File: src/rtl/core/b64sc_pkg.sv
`timescale 1ns / 1ps
// shared types, constants and character functions of the base64 stream codec
// no dependencies; every other file of the block but b64sc_if imports this package

package b64sc_pkg;

  // mode register values
  localparam logic MODE_ENCODE = 1'b0;
  localparam logic MODE_DECODE = 1'b1;

  // results one input transaction can cause, and the index width over them
  localparam int MAX_RES = 4;
  localparam int RES_IW  = $clog2(MAX_RES);

  // group queue between front and back
  localparam int Q_DEPTH = 4;
  localparam int Q_AW    = $clog2(Q_DEPTH);
  localparam int Q_CW    = $clog2(Q_DEPTH + 1);

  // characters of the alphabet and padding
  localparam logic [7:0] CH_UPPER_A = 8'h41;
  localparam logic [7:0] CH_UPPER_Z = 8'h5A;
  localparam logic [7:0] CH_LOWER_A = 8'h61;
  localparam logic [7:0] CH_LOWER_Z = 8'h7A;
  localparam logic [7:0] CH_DIGIT_0 = 8'h30;
  localparam logic [7:0] CH_DIGIT_9 = 8'h39;
  localparam logic [7:0] CH_PLUS    = 8'h2B;
  localparam logic [7:0] CH_SLASH   = 8'h2F;
  localparam logic [7:0] CH_PAD     = 8'h3D;

  // sextet of an invalid character: bit 6 set
  localparam logic [6:0] SEXTET_NONE = 7'd64;

  // one group of results produced by one input transaction
  typedef struct packed {
    logic [MAX_RES-1:0][7:0] bytes;
    logic [RES_IW-1:0]       last_idx;  // index of the final result in the group
    logic                    marker;    // bare end marker, no data
    logic                    str_last;  // group ends the string
  } grp_t;

  // alphabet character of a 6-bit value
  function automatic logic [7:0] b64_char(input logic [5:0] v);
    logic [7:0] r;
    if (v < 6'd26) begin
      r = CH_UPPER_A + {2'b00, v};
    end else if (v < 6'd52) begin
      r = CH_LOWER_A + {2'b00, v - 6'd26};
    end else if (v < 6'd62) begin
      r = CH_DIGIT_0 + {2'b00, v - 6'd52};
    end else if (v == 6'd62) begin
      r = CH_PLUS;
    end else begin
      r = CH_SLASH;
    end
    return r;
  endfunction

  // 6-bit value of a character, SEXTET_NONE outside the alphabet
  function automatic logic [6:0] b64_sextet(input logic [7:0] c);
    logic [6:0] r;
    r = SEXTET_NONE;
    case (c) inside
      [CH_UPPER_A:CH_UPPER_Z]: r = 7'(c - CH_UPPER_A);
      [CH_LOWER_A:CH_LOWER_Z]: r = 7'(c - CH_LOWER_A + 8'd26);
      [CH_DIGIT_0:CH_DIGIT_9]: r = 7'(c - CH_DIGIT_0 + 8'd52);
      CH_PLUS:                 r = 7'd62;
      CH_SLASH:                r = 7'd63;
      default:                 r = SEXTET_NONE;
    endcase
    return r;
  endfunction

endpackage

File: src/rtl/core/b64sc_if.sv
`timescale 1ns / 1ps
// valid/ready channel interfaces of the base64 stream codec
// depends on nothing; used by the front, back and top level

interface b64sc_in_if;
  logic       valid;
  logic       ready;
  logic [7:0] in_byte;
  logic       is_last;

  modport source (output valid, output in_byte, output is_last, input ready);
  modport sink   (input valid, input in_byte, input is_last, output ready);
endinterface

interface b64sc_out_if;
  logic       valid;
  logic       ready;
  logic [7:0] out_byte;
  logic       out_valid;
  logic       run_last;
  logic       string_end;

  modport source (output valid, output out_byte, output out_valid,
                  output run_last, output string_end, input ready);
  modport sink   (input valid, input out_byte, input out_valid,
                  input run_last, input string_end, output ready);
endinterface

File: src/rtl/core/b64sc_front.sv
`timescale 1ns / 1ps
// front end: accepts input transactions, holds the string state, builds result groups
// depends on b64sc_pkg and b64sc_in_if

module b64sc_front import b64sc_pkg::*; (
  input  logic            clk,
  input  logic            rst_n,
  input  logic            cfg_we,
  input  logic            cfg_wdata,
  b64sc_in_if.sink        in_chan,
  input  logic            q_full,
  output logic            q_push,
  output grp_t            q_grp
);

  logic        mode_r;
  logic [11:0] acc_r, acc_nxt;
  logic [3:0]  cnt_r, cnt_nxt;
  logic [1:0]  cm4_r, cm4_nxt;
  logic        pad_r, pad_nxt;

  logic                    accept;
  logic                    last;
  logic [MAX_RES-1:0][7:0] res;
  logic [2:0]              k;
  logic [19:0]             e_wide;
  logic [4:0]              e_n;
  logic [4:0]              n_left;
  logic [1:0]              cmv;
  logic [6:0]              v;
  logic [17:0]             d_wide;
  logic [4:0]              d_n;

  assign in_chan.ready = !q_full;
  assign accept        = in_chan.valid && !q_full;
  assign last          = in_chan.is_last;

  always_comb begin
    res     = '0;
    k       = 3'd0;
    acc_nxt = acc_r;
    cnt_nxt = cnt_r;
    cm4_nxt = cm4_r;
    pad_nxt = pad_r;
    e_wide  = {acc_r[11:0], in_chan.in_byte};
    e_n     = {1'b0, cnt_r} + 5'd8;
    n_left  = e_n;
    cmv     = cm4_r;
    v       = b64_sextet(in_chan.in_byte);
    d_wide  = {acc_r, v[5:0]};
    d_n     = {1'b0, cnt_r} + 5'd6;
    if (mode_r == MODE_ENCODE) begin
      if (n_left >= 5'd6) begin
        res[k[RES_IW-1:0]] = b64_char(6'(e_wide >> (n_left - 5'd6)));
        k      = k + 3'd1;
        n_left = n_left - 5'd6;
      end
      if (n_left >= 5'd6) begin
        res[k[RES_IW-1:0]] = b64_char(6'(e_wide >> (n_left - 5'd6)));
        k      = k + 3'd1;
        n_left = n_left - 5'd6;
      end
      acc_nxt = e_wide[11:0];
      cnt_nxt = n_left[3:0];
      cmv     = cm4_r + k[1:0];
      if (last) begin
        // flush partial group padded with zero bits
        if (n_left != 5'd0) begin
          res[k[RES_IW-1:0]] = b64_char(6'({acc_nxt, 6'd0} >> n_left));
          k   = k + 3'd1;
          cmv = cmv + 2'd1;
        end
        for (int i = 0; i < 3; i++) begin
          if (cmv != 2'd0 && k < 3'(MAX_RES)) begin
            res[k[RES_IW-1:0]] = CH_PAD;
            k   = k + 3'd1;
            cmv = cmv + 2'd1;
          end
        end
      end
      cm4_nxt = cmv;
    end else if (!pad_r) begin
      if (v[6]) begin
        if (in_chan.in_byte == CH_PAD) begin
          pad_nxt = 1'b1;
        end
      end else begin
        if (d_n >= 5'd8) begin
          res[0] = 8'(d_wide >> (d_n - 5'd8));
          k      = 3'd1;
          d_n    = d_n - 5'd8;
        end
        acc_nxt = d_wide[11:0];
        cnt_nxt = d_n[3:0];
      end
    end
    if (last) begin
      acc_nxt = '0;
      cnt_nxt = '0;
      cm4_nxt = '0;
      pad_nxt = 1'b0;
    end
  end

  assign q_push         = accept && (k != 3'd0 || last);
  assign q_grp.bytes    = res;
  assign q_grp.last_idx = (k == 3'd0) ? '0 : RES_IW'(k - 3'd1);
  assign q_grp.marker   = (k == 3'd0);
  assign q_grp.str_last = last;

  always_ff @(posedge clk) begin
    if (!rst_n) begin
      mode_r <= MODE_ENCODE;
      acc_r  <= '0;
      cnt_r  <= '0;
      cm4_r  <= '0;
      pad_r  <= 1'b0;
    end else if (cfg_we) begin
      mode_r <= cfg_wdata;
      acc_r  <= '0;
      cnt_r  <= '0;
      cm4_r  <= '0;
      pad_r  <= 1'b0;
    end else if (accept) begin
      acc_r  <= acc_nxt;
      cnt_r  <= cnt_nxt;
      cm4_r  <= cm4_nxt;
      pad_r  <= pad_nxt;
    end
  end

endmodule

File: src/rtl/core/b64sc_queue.sv
`timescale 1ns / 1ps
// short queue of result groups between the front and back ends
// depends on b64sc_pkg

module b64sc_queue import b64sc_pkg::*; (
  input  logic clk,
  input  logic rst_n,
  input  logic push,
  input  grp_t push_grp,
  input  logic pop,
  output grp_t head_grp,
  output logic full,
  output logic empty
);

  grp_t            mem [Q_DEPTH];
  logic [Q_AW-1:0] wr_ptr_r, wr_ptr_nxt;
  logic [Q_AW-1:0] rd_ptr_r, rd_ptr_nxt;
  logic [Q_CW-1:0] count_r, count_nxt;

  assign full     = (count_r == Q_CW'(Q_DEPTH));
  assign empty    = (count_r == '0);
  assign head_grp = mem[rd_ptr_r];

  always_comb begin
    wr_ptr_nxt = push ? Q_AW'(wr_ptr_r + 1'b1) : wr_ptr_r;
    rd_ptr_nxt = pop  ? Q_AW'(rd_ptr_r + 1'b1) : rd_ptr_r;
    count_nxt  = count_r;
    if (push && !pop) begin
      count_nxt = count_r + 1'b1;
    end else if (pop && !push) begin
      count_nxt = count_r - 1'b1;
    end
  end

  always_ff @(posedge clk) begin
    if (push) begin
      mem[wr_ptr_r] <= push_grp;
    end
  end

  always_ff @(posedge clk) begin
    if (!rst_n) begin
      wr_ptr_r <= '0;
      rd_ptr_r <= '0;
      count_r  <= '0;
    end else begin
      wr_ptr_r <= wr_ptr_nxt;
      rd_ptr_r <= rd_ptr_nxt;
      count_r  <= count_nxt;
    end
  end

  a_no_overflow: assert property (@(posedge clk) disable iff (!rst_n)
    push |-> !full)
    else $error("group pushed into full queue");

  a_no_underflow: assert property (@(posedge clk) disable iff (!rst_n)
    pop |-> !empty)
    else $error("group popped from empty queue");

  a_count_bound: assert property (@(posedge clk) disable iff (!rst_n)
    count_r <= Q_CW'(Q_DEPTH))
    else $error("queue count beyond depth");

  a_count_track: assert property (@(posedge clk) disable iff (!rst_n)
    (push && !pop) |=> (count_r == $past(count_r) + 1'b1))
    else $error("queue count did not follow a lone push");

endmodule

File: src/rtl/core/b64sc_back.sv
`timescale 1ns / 1ps
// back end: walks each result group and drives the output register
// depends on b64sc_pkg and b64sc_out_if

module b64sc_back import b64sc_pkg::*; (
  input  logic          clk,
  input  logic          rst_n,
  input  grp_t          head_grp,
  input  logic          q_empty,
  output logic          q_pop,
  b64sc_out_if.source   out_chan
);

  logic [RES_IW-1:0] idx_r, idx_nxt;
  logic              vld_r, vld_nxt;
  logic [7:0]        byte_r;
  logic              oval_r;
  logic              rlast_r;
  logic              send_r;
  logic              load;
  logic              final_one;

  assign load      = !vld_r || out_chan.ready;
  assign final_one = (idx_r == head_grp.last_idx);
  assign q_pop     = load && !q_empty && final_one;

  always_comb begin
    idx_nxt = idx_r;
    vld_nxt = vld_r;
    if (load) begin
      vld_nxt = !q_empty;
      if (!q_empty) begin
        idx_nxt = final_one ? '0 : RES_IW'(idx_r + 1'b1);
      end
    end
  end

  always_ff @(posedge clk) begin
    if (!rst_n) begin
      idx_r <= '0;
      vld_r <= 1'b0;
    end else begin
      idx_r <= idx_nxt;
      vld_r <= vld_nxt;
    end
  end

  always_ff @(posedge clk) begin
    if (load && !q_empty) begin
      byte_r  <= head_grp.marker ? 8'd0 : head_grp.bytes[idx_r];
      oval_r  <= !head_grp.marker;
      rlast_r <= final_one;
      send_r  <= final_one && head_grp.str_last;
    end
  end

  assign out_chan.valid      = vld_r;
  assign out_chan.out_byte   = byte_r;
  assign out_chan.out_valid  = oval_r;
  assign out_chan.run_last   = rlast_r;
  assign out_chan.string_end = send_r;

  a_idx_in_group: assert property (@(posedge clk) disable iff (!rst_n)
    !q_empty |-> idx_r <= head_grp.last_idx)
    else $error("result index past end of group");

  a_pop_restarts: assert property (@(posedge clk) disable iff (!rst_n)
    q_pop |=> idx_r == '0)
    else $error("index not restarted after group");

  a_end_is_run_last: assert property (@(posedge clk) disable iff (!rst_n)
    vld_r && send_r |-> rlast_r)
    else $error("string end on a result that is not the last of its transaction");

endmodule

File: src/rtl/core/base64_stream_codec.sv
`timescale 1ns / 1ps
// top level of the base64 stream codec (standard alphabet)
// depends on b64sc_pkg, b64sc_if, b64sc_front, b64sc_queue and b64sc_back
//
// usage
//   in_chan carries one string byte per transaction with is_last on the final
//   byte; out_chan returns characters (encode) or data bytes (decode) with
//   run_last on the last result of each input transaction and string_end on
//   the last result of the string. a decode string whose final byte makes no
//   output returns one bare end marker (out_valid 0, out_byte 0)
//   cfg_we/cfg_wdata write the mode (0 encode, 1 decode) and clear the string
//   state; write only while the block is idle
// dataflow
//   an input transaction is taken in any cycle the group queue has room; its
//   group is written to the queue, and the back end loads the results from the
//   queue head into the output register, where out_chan takes them
//   the back end emits one result per cycle while out_chan is ready; an item
//   makes at most 4 results at string end, about 1.33 per byte sustained when
//   encoding; the output channel sets the sustained rate
// reset
//   rst_n (synchronous, active low) selects encode mode, clears the string
//   state and empties the queue and output register
// stalls
//   when out_chan is not ready the output register holds its result, the
//   queue fills and in_chan.ready drops once all four queue entries are taken

module base64_stream_codec import b64sc_pkg::*; (
  input  logic          clk,
  input  logic          rst_n,
  input  logic          cfg_we,
  input  logic          cfg_wdata,
  b64sc_in_if.sink      in_chan,
  b64sc_out_if.source   out_chan
);

  // front to queue
  logic q_push;
  grp_t q_grp;
  logic q_full;

  // queue to back
  grp_t head_grp;
  logic q_empty;
  logic q_pop;

  // front: classifies each transaction and builds its whole result group
  b64sc_front u_front (
    .clk       (clk),
    .rst_n     (rst_n),
    .cfg_we    (cfg_we),
    .cfg_wdata (cfg_wdata),
    .in_chan   (in_chan),
    .q_full    (q_full),
    .q_push    (q_push),
    .q_grp     (q_grp)
  );

  // queue: decouples intake from the output side
  b64sc_queue u_queue (
    .clk      (clk),
    .rst_n    (rst_n),
    .push     (q_push),
    .push_grp (q_grp),
    .pop      (q_pop),
    .head_grp (head_grp),
    .full     (q_full),
    .empty    (q_empty)
  );

  // back: serializes groups one result per cycle, while out_chan is ready, into the output register
  b64sc_back u_back (
    .clk      (clk),
    .rst_n    (rst_n),
    .head_grp (head_grp),
    .q_empty  (q_empty),
    .q_pop    (q_pop),
    .out_chan (out_chan)
  );

endmodule

File: src/flat_wrapper.sv
// flat-port wrapper written by rule: the top's interface ports become plain ports
module base64_stream_codec_flat import b64sc_pkg::*;
  (clk, rst_n, cfg_we, cfg_wdata, in_chan_valid, in_chan_in_byte, in_chan_is_last, in_chan_ready, out_chan_valid, out_chan_out_byte, out_chan_out_valid, out_chan_run_last, out_chan_string_end, out_chan_ready);
  b64sc_in_if in_chan_i ();
  b64sc_out_if out_chan_i ();
  input  logic clk;
  input  logic rst_n;
  input  logic cfg_we;
  input  logic cfg_wdata;
  input wire logic [$bits(in_chan_i.valid)-1:0] in_chan_valid;
  input wire logic [$bits(in_chan_i.in_byte)-1:0] in_chan_in_byte;
  input wire logic [$bits(in_chan_i.is_last)-1:0] in_chan_is_last;
  output wire logic [$bits(in_chan_i.ready)-1:0] in_chan_ready;
  output wire logic [$bits(out_chan_i.valid)-1:0] out_chan_valid;
  output wire logic [$bits(out_chan_i.out_byte)-1:0] out_chan_out_byte;
  output wire logic [$bits(out_chan_i.out_valid)-1:0] out_chan_out_valid;
  output wire logic [$bits(out_chan_i.run_last)-1:0] out_chan_run_last;
  output wire logic [$bits(out_chan_i.string_end)-1:0] out_chan_string_end;
  input wire logic [$bits(out_chan_i.ready)-1:0] out_chan_ready;
  assign in_chan_i.valid = in_chan_valid;
  assign in_chan_i.in_byte = in_chan_in_byte;
  assign in_chan_i.is_last = in_chan_is_last;
  assign in_chan_ready = in_chan_i.ready;
  assign out_chan_valid = out_chan_i.valid;
  assign out_chan_out_byte = out_chan_i.out_byte;
  assign out_chan_out_valid = out_chan_i.out_valid;
  assign out_chan_run_last = out_chan_i.run_last;
  assign out_chan_string_end = out_chan_i.string_end;
  assign out_chan_i.ready = out_chan_ready;
  base64_stream_codec u_core (.clk(clk), .rst_n(rst_n), .cfg_we(cfg_we), .cfg_wdata(cfg_wdata), .in_chan(in_chan_i), .out_chan(out_chan_i));
endmodule
File: config.mk
export PLATFORM = sky130hd
export DESIGN_NAME = base64_stream_codec_flat
export DESIGN_NICKNAME = d
export VERILOG_FILES = /design/src/rtl/core/b64sc_pkg.sv /design/src/rtl/core/b64sc_if.sv /design/src/rtl/core/b64sc_front.sv /design/src/rtl/core/b64sc_queue.sv /design/src/rtl/core/b64sc_back.sv /design/src/rtl/core/base64_stream_codec.sv /design/src/flat_wrapper.sv
export SDC_FILE = /design/constraint.sdc
export NUM_CORES = 1
export LEC_CHECK = 0
export BUFFER_PORTS_ARGS = -buffer_cell sky130_fd_sc_hd__buf_2
export CELL_PAD_IN_SITES_DETAIL_PLACEMENT = 1
export CELL_PAD_IN_SITES_GLOBAL_PLACEMENT = 1
export CORE_MARGIN = 4
export CORE_UTILIZATION = 55
export CTS_CLUSTER_DIAMETER = 80
export CTS_CLUSTER_SIZE = 20
export DETAILED_ROUTE_END_ITERATION = 6
export PLACE_DENSITY = 0.95
export RECOVER_POWER = 100
export SYNTH_ARGS = -nofsm -noshare
export SYNTH_HDL_FRONTEND = slang
export SYNTH_SLANG_ARGS = --single-unit
File: constraint.sdc
create_clock -name clk -period 10.05 [get_ports clk]
set_input_delay 1.005 -clock clk [delete_from_list [all_inputs] [get_ports clk]]
set_output_delay 1.005 -clock clk [all_outputs]
set_load 0.005 [all_outputs]
### After elaboration in Yosys (flattened, before gate mapping)

Memories as Yosys holds them, arrays and structs flattened. A register that Yosys moved wholly into a read port is not among the register bits.
Index checks and enable logic that the tools add are counted.

| operators by class | value |
|---|---|
| order comparisons | 32 |
| shift-type cells | 4 |
| eq/ne operators | 11 |
| mux-type cells | 112 |
| reductions and logical operators | 40 |
| bitwise logic cells | 11 |
| $add $sub $neg | 40 |

Operators with widths:

| kind | count |
|---|---|
| $mux W32 | 13 |
| $mux W8 | 23 |
| $demux W8 S2 | 5 |
| $bwmux W32 | 2 |
| $mux W3 | 20 |
| $or A20 B20 Y20 | 3 |
| $mux W7 | 8 |
| $add A7 B6 Y8 const A | 6 |
| $mux W12 | 4 |
| $shr A20 B5 Y6 | 2 |
| $and A12 B12 Y12 | 3 |
| $lt A6 B6 Y1 const B | 6 |
| $not A12 Y12 | 3 |
| $mux W2 | 15 |
| $eq A8 B6 Y1 const B | 3 |
| $mux W24 | 1 |
| $add A6 B6 Y7 const A | 3 |
| $mux W4 | 5 |
| $mux W5 | 4 |
| $add A3 B1 Y3 const B | 6 |
| $eq A6 B6 Y1 const B | 3 |
| $logic_and A1 B1 Y1 | 18 |
| $lt A2 B3 Y1 const B | 6 |
| $lt A6 B5 Y1 const B | 3 |
| 40 further kinds | 85 |

| storage, ports and cells | value |
|---|---|
| word-level logic and storage cells | 265 |
| memories | 1 |
| bits in registers | 41 |
| memory bits (writable) | 144 |

Memory list:

| memory | depth | bits a word | read ports | clocked after memory_dff | wr ports | RTL line | RTL |
|---|---|---|---|---|---|---|---|
| u_core.u_queue.mem | 4 | 36 | 1 | 1 | 1 | b64sc_queue.sv:16 | `grp_t mem [Q_DEPTH];` |

### Logic depth before layout (Yosys ltp)

| logic depth | value |
|---|---|
| depth in word-level cells | 34 |
| gate-level depth with buffers | 25 |
| mapped depth without buffers | 22 |

### By module

A second synthesis with hierarchy kept.

| second synthesis, totals | value |
|---|---|
| cell total of the unflattened synthesis | 1131 |
| area, all modules | 12618.4 sq um |

By module, submodules not included:

| module | sequential area each (sq um) | area each (sq um) | cells each | instances |
|---|---|---|---|---|
| b64sc_front | 380.4 | 6148.4 | 846 | 1 |
| b64sc_queue | 4504.3 | 5694.2 | 231 | 1 |
| b64sc_back | 390.4 | 775.7 | 54 | 1 |

### Worst setup path after synthesis

OpenSTA, ideal clock, no wires.

| timing | value |
|---|---|
| kind | reg2reg |
| start | register u_core.u_front.cnt_r[1] |
| end | memory u_core.u_queue.mem[0][18] (netlist name), data pin |
| cell stages (with the launch flop) | 23 |
| path slack | 4.537 ns |
| path buffers | 3 |
| setup time | 0.226 ns |
| data arrival time | 5.287 ns |
| path through | dfxtp_1 -> clkinv_1 -> clkbuf_1 -> ha_1 -> buf_2 -> clkbuf_1 -> nor2_1 -> nand2_1 -> clkinv_1 -> ha_1 -> xor2_1 -> xnor2_1 -> xnor2_1 -> inv_1 -> ha_1 -> fa_1 -> xnor2_1 -> inv_1 -> ha_1 -> a222oi_1 -> nor2b_1 -> or2_2 -> o32ai_1 |

RTL lines:

| element | RTL line | RTL |
|---|---|---|
| start, declared | b64sc_front.sv:18 | `logic [3:0] cnt_r, cnt_nxt;` |
| start signal, assigned | b64sc_front.sv:126 | `cnt_r <= cnt_nxt;` |
| end, declared | b64sc_queue.sv:16 |  |

==> reports/results.tsv <==
metric	value	unit
synth_compound_area_share	16.48	%
rsz0062_at_grt	no	
post-route-period-util	85.72	%
min_period	8.615	ns
grt-ovfl-total	0	
setup_ws	1.435	ns
synthMuxAreaShare	14.07	%
yosys.area_share.adder	6.953	%
seqCellArea	4434	um2
wl_per_cell	25.77	um
synth_cell_type_count	91	
hp-class	register to register	
violations	capacitance limit, slew limit	
drc	0	
critPathKind	register to register	
via_count	9044	
die_y	150.7	um
max-cap-violations	9	
cp-end-kind	register	
synth_area_per_cell	10.59	um2
htreeDepth	4	
finalHoldViolations	0	
num_antenna_cells	0	
antenna_found_initial	0	
post_cts_resized	0	
syn2layout_area_growth	6.663	%
drive_above_1_share	13.03	%
port_buffers	27	
slew_violations	282	
synth_top_area_cell	edfxtp_1	
synthTopCellsByArea	edfxtp_1 34%, mux4_2 9.5%, ha_1 6.6%, dfxtp_1 5.5%, mux2i_1 3.6%	
yosysSeqAreaShare	39.62	%
synth_edf_count	127	
synthArstFlopShare	0	%
synthesis.area	11190	um2
path_max_fanout	66	
status	finished with violations	
worstPathRequired	10.18	ns
max_freq	0.1161	GHz
final_cell_mix	127 x edfxtp_1, 91 x nor2_1, 72 x a21oi_1	
critical_path_arrival	8.74	ns
ys.warnings.count	0	
finalPower	2.313	mW
clock_sinks	158	
grt_max_degree	67	
grt_pass1_wl	54450	um
static-leakage-power	4.199	nW
fillCellCount	2127	
fin_setup_tns	0	ns
synth_top_family_by_area	compound AO/OA/AOI/OAI gates	
max-vdd-ir-drop	0.0001383	V
cellPowerDensity	193.7	nW/um2
ys_ff_latch	158	
ant_nets	0	
cts_buffers	17	
start_util	56.77	%
cts_hold_buf	0	
post-place-cells	1292	
cts_root_buf	clkbuf_16	
worstMarginPinSlew	2.261	ns
pre_cts_ws	2.807	ns
drt_iter0_drc	992	
setup_viol	0	
grtUsageTotal	31.30	%
fin_nets	1122	
rows	51	
core_area	19720	um2
synth_nets	1133	
clock_skew	0.01203	ns
slew_headroom	-50.83	%
synth_ff_type	edfxtp_1	
multi_input_area	6245	um2
dr.pass1.iters	5	
final_common_cell	edfxtp_1	
syn-instance-count	1057	
clockBufferDepth	2	
synthXorXnorAreaFrac	4.505	%
vias_per_cell	6.831	
die-width	150.7	um
fp.dieArea	22700	um2
synth_top_area_share	34.07	%
path_clk_slew	0.07	ns
place_hpwl	22840	um
globalplace.congestion	0.9416	
grt_pass1_vias	9363	
boundaryPins	28	
critPathLaunchType	register	
synthSimpleGateAreaFrac	13.95	%
cts_tree	built	
final_cells	1324	
clock_latency	0.43	ns
post_cts_buffers	0	
routed_wl	34120	um
==> where the power goes <==
| part | switching (mW) | internal [mW] | leakage [nW] |
|---|---|---|---|
| logic | 0.451 | 0.283 | 2.50 |
| registers | 0.0805 | 0.862 | 1.43 |
| clock network | 0.306 | 0.330 | 0.272 |
| total | 0.838 | 1.48 | 4.20 |
==> final timing paths <==
kind | from | to | slack [ns] | cells after the start
worst max-delay path | u_core.u_front.cnt_r[1] | u_core.u_queue.mem[0][18] | 1.44 | 20
worst min-delay path | u_core.u_back.out_chan.valid | u_core.u_back.out_chan.valid | 0.53 | 2
worst max register to register | u_core.u_front.cnt_r[1] | u_core.u_queue.mem[0][18] | 1.44 | 20
worst min register to register | u_core.u_back.out_chan.valid | u_core.u_back.out_chan.valid | 0.53 | 2
==> cell families (layout without fill, tap and decap cells) <==
group           after synthesis  after routing
flops                       158            158
fa+ha+maj                    61             61
xor+xnor                     53             53
compound gates              266            266
buf+inv                     115            117
simple gates                308            308
mux                          96             96
==> stage by stage <==
step	hold WS [ns]	utilization, %	cell area, um2
after detailed placement	0.4926	57.90	11420
final	0.5349	60.55	11940
after floorplan	0.4582	-	11190
after global routing	0.5608	60.55	11940
after CTS	0.5316	60.80	11990
after global placement	0.4617	57.90	11420
==> registers in the layout (all words and copies together), names as in the netlist, named ones only <==
name	cells
u_core.u_queue.mem	116
u_core.u_front.acc_r	12
u_core.u_back.out_chan.out_byte	8
u_core.u_front.cnt_r	3
u_core.u_queue.count_r	3
u_core.u_back.idx_r	2
u_core.u_front.cm4_r	2
u_core.u_queue.rd_ptr_r	2
u_core.u_queue.wr_ptr_r	2
u_core.u_back.out_chan.out_valid	1
u_core.u_back.out_chan.run_last	1
u_core.u_back.out_chan.string_end	1
u_core.u_back.out_chan.valid	1
u_core.u_front.mode_r	1
u_core.u_front.pad_r	1
==> area by class of cell <==
cell class / count / area share [%]
clock buffer: 17 / 3.563
timing repair buffer: 35 / 1.404
tap: 265 / 2.777
clock inverter: 15 / 1.237
sequential: 158 / 37.14
multi-input combinational: 784 / 52.31
inverter: 50 / 1.572
==> routing by layer <==
layer / global-route usage [%] / wire [um] / part of all wire (%) / vias up
met2: 53.46 / 17040 / 50 / 424
li1: - / - / - / 3986
met3: 4.576 / 2069 / 6.1 / 90
met4: 11.56 / 1187 / 3.5 / 0
met1: 40.62 / 13820 / 40 / 4544
met5: 0 / 0 / 0 / -
==> Yosys cell counts (all sizes together), types with 6 or more instances <==
| cell type | n |
|---|---|
| a311oi | 6 |
| o22ai | 11 |
| ha | 59 |
| and2 | 19 |
| o211ai | 12 |
| xnor2 | 35 |
| clkbuf | 40 |
| mux2 | 8 |
| nand3 | 28 |
| nand2 | 49 |
| a211oi | 22 |
| mux4 | 48 |
| o31ai | 6 |
| a31oi | 11 |
| buf | 25 |
| nor4 | 6 |
| nand2b | 14 |
| a21oi | 74 |
| and3 | 9 |
| a2111oi | 7 |
| edfxtp | 127 |
| nor2 | 92 |
| xor2 | 17 |
| nor3 | 33 |
| o21ai | 54 |
| dfxtp | 31 |
| inv | 47 |
| mux2i | 40 |
| nor2b | 29 |
| a221oi | 9 |
==> critical path, stage by stage, from the launching register on <==
cell and delay (ns):
dfxtp_1 0.34, buf_4 0.62, ha_1 0.55, xor2_1 1.25, nor2_1 0.16, nand2_1 0.46
clkinv_1 0.52, ha_1 0.37, xor2_1 0.30, xnor2_1 0.19, xnor2_1 0.19, inv_1 0.11
ha_1 0.29, fa_1 0.53, xnor2_1 0.43, inv_1 0.15, ha_1 0.24, a222oi_1 0.36
nor2b_1 0.21, or2_2 0.35, o32ai_1 0.66
No activity file was read; power rests on OpenSTA's default activity.
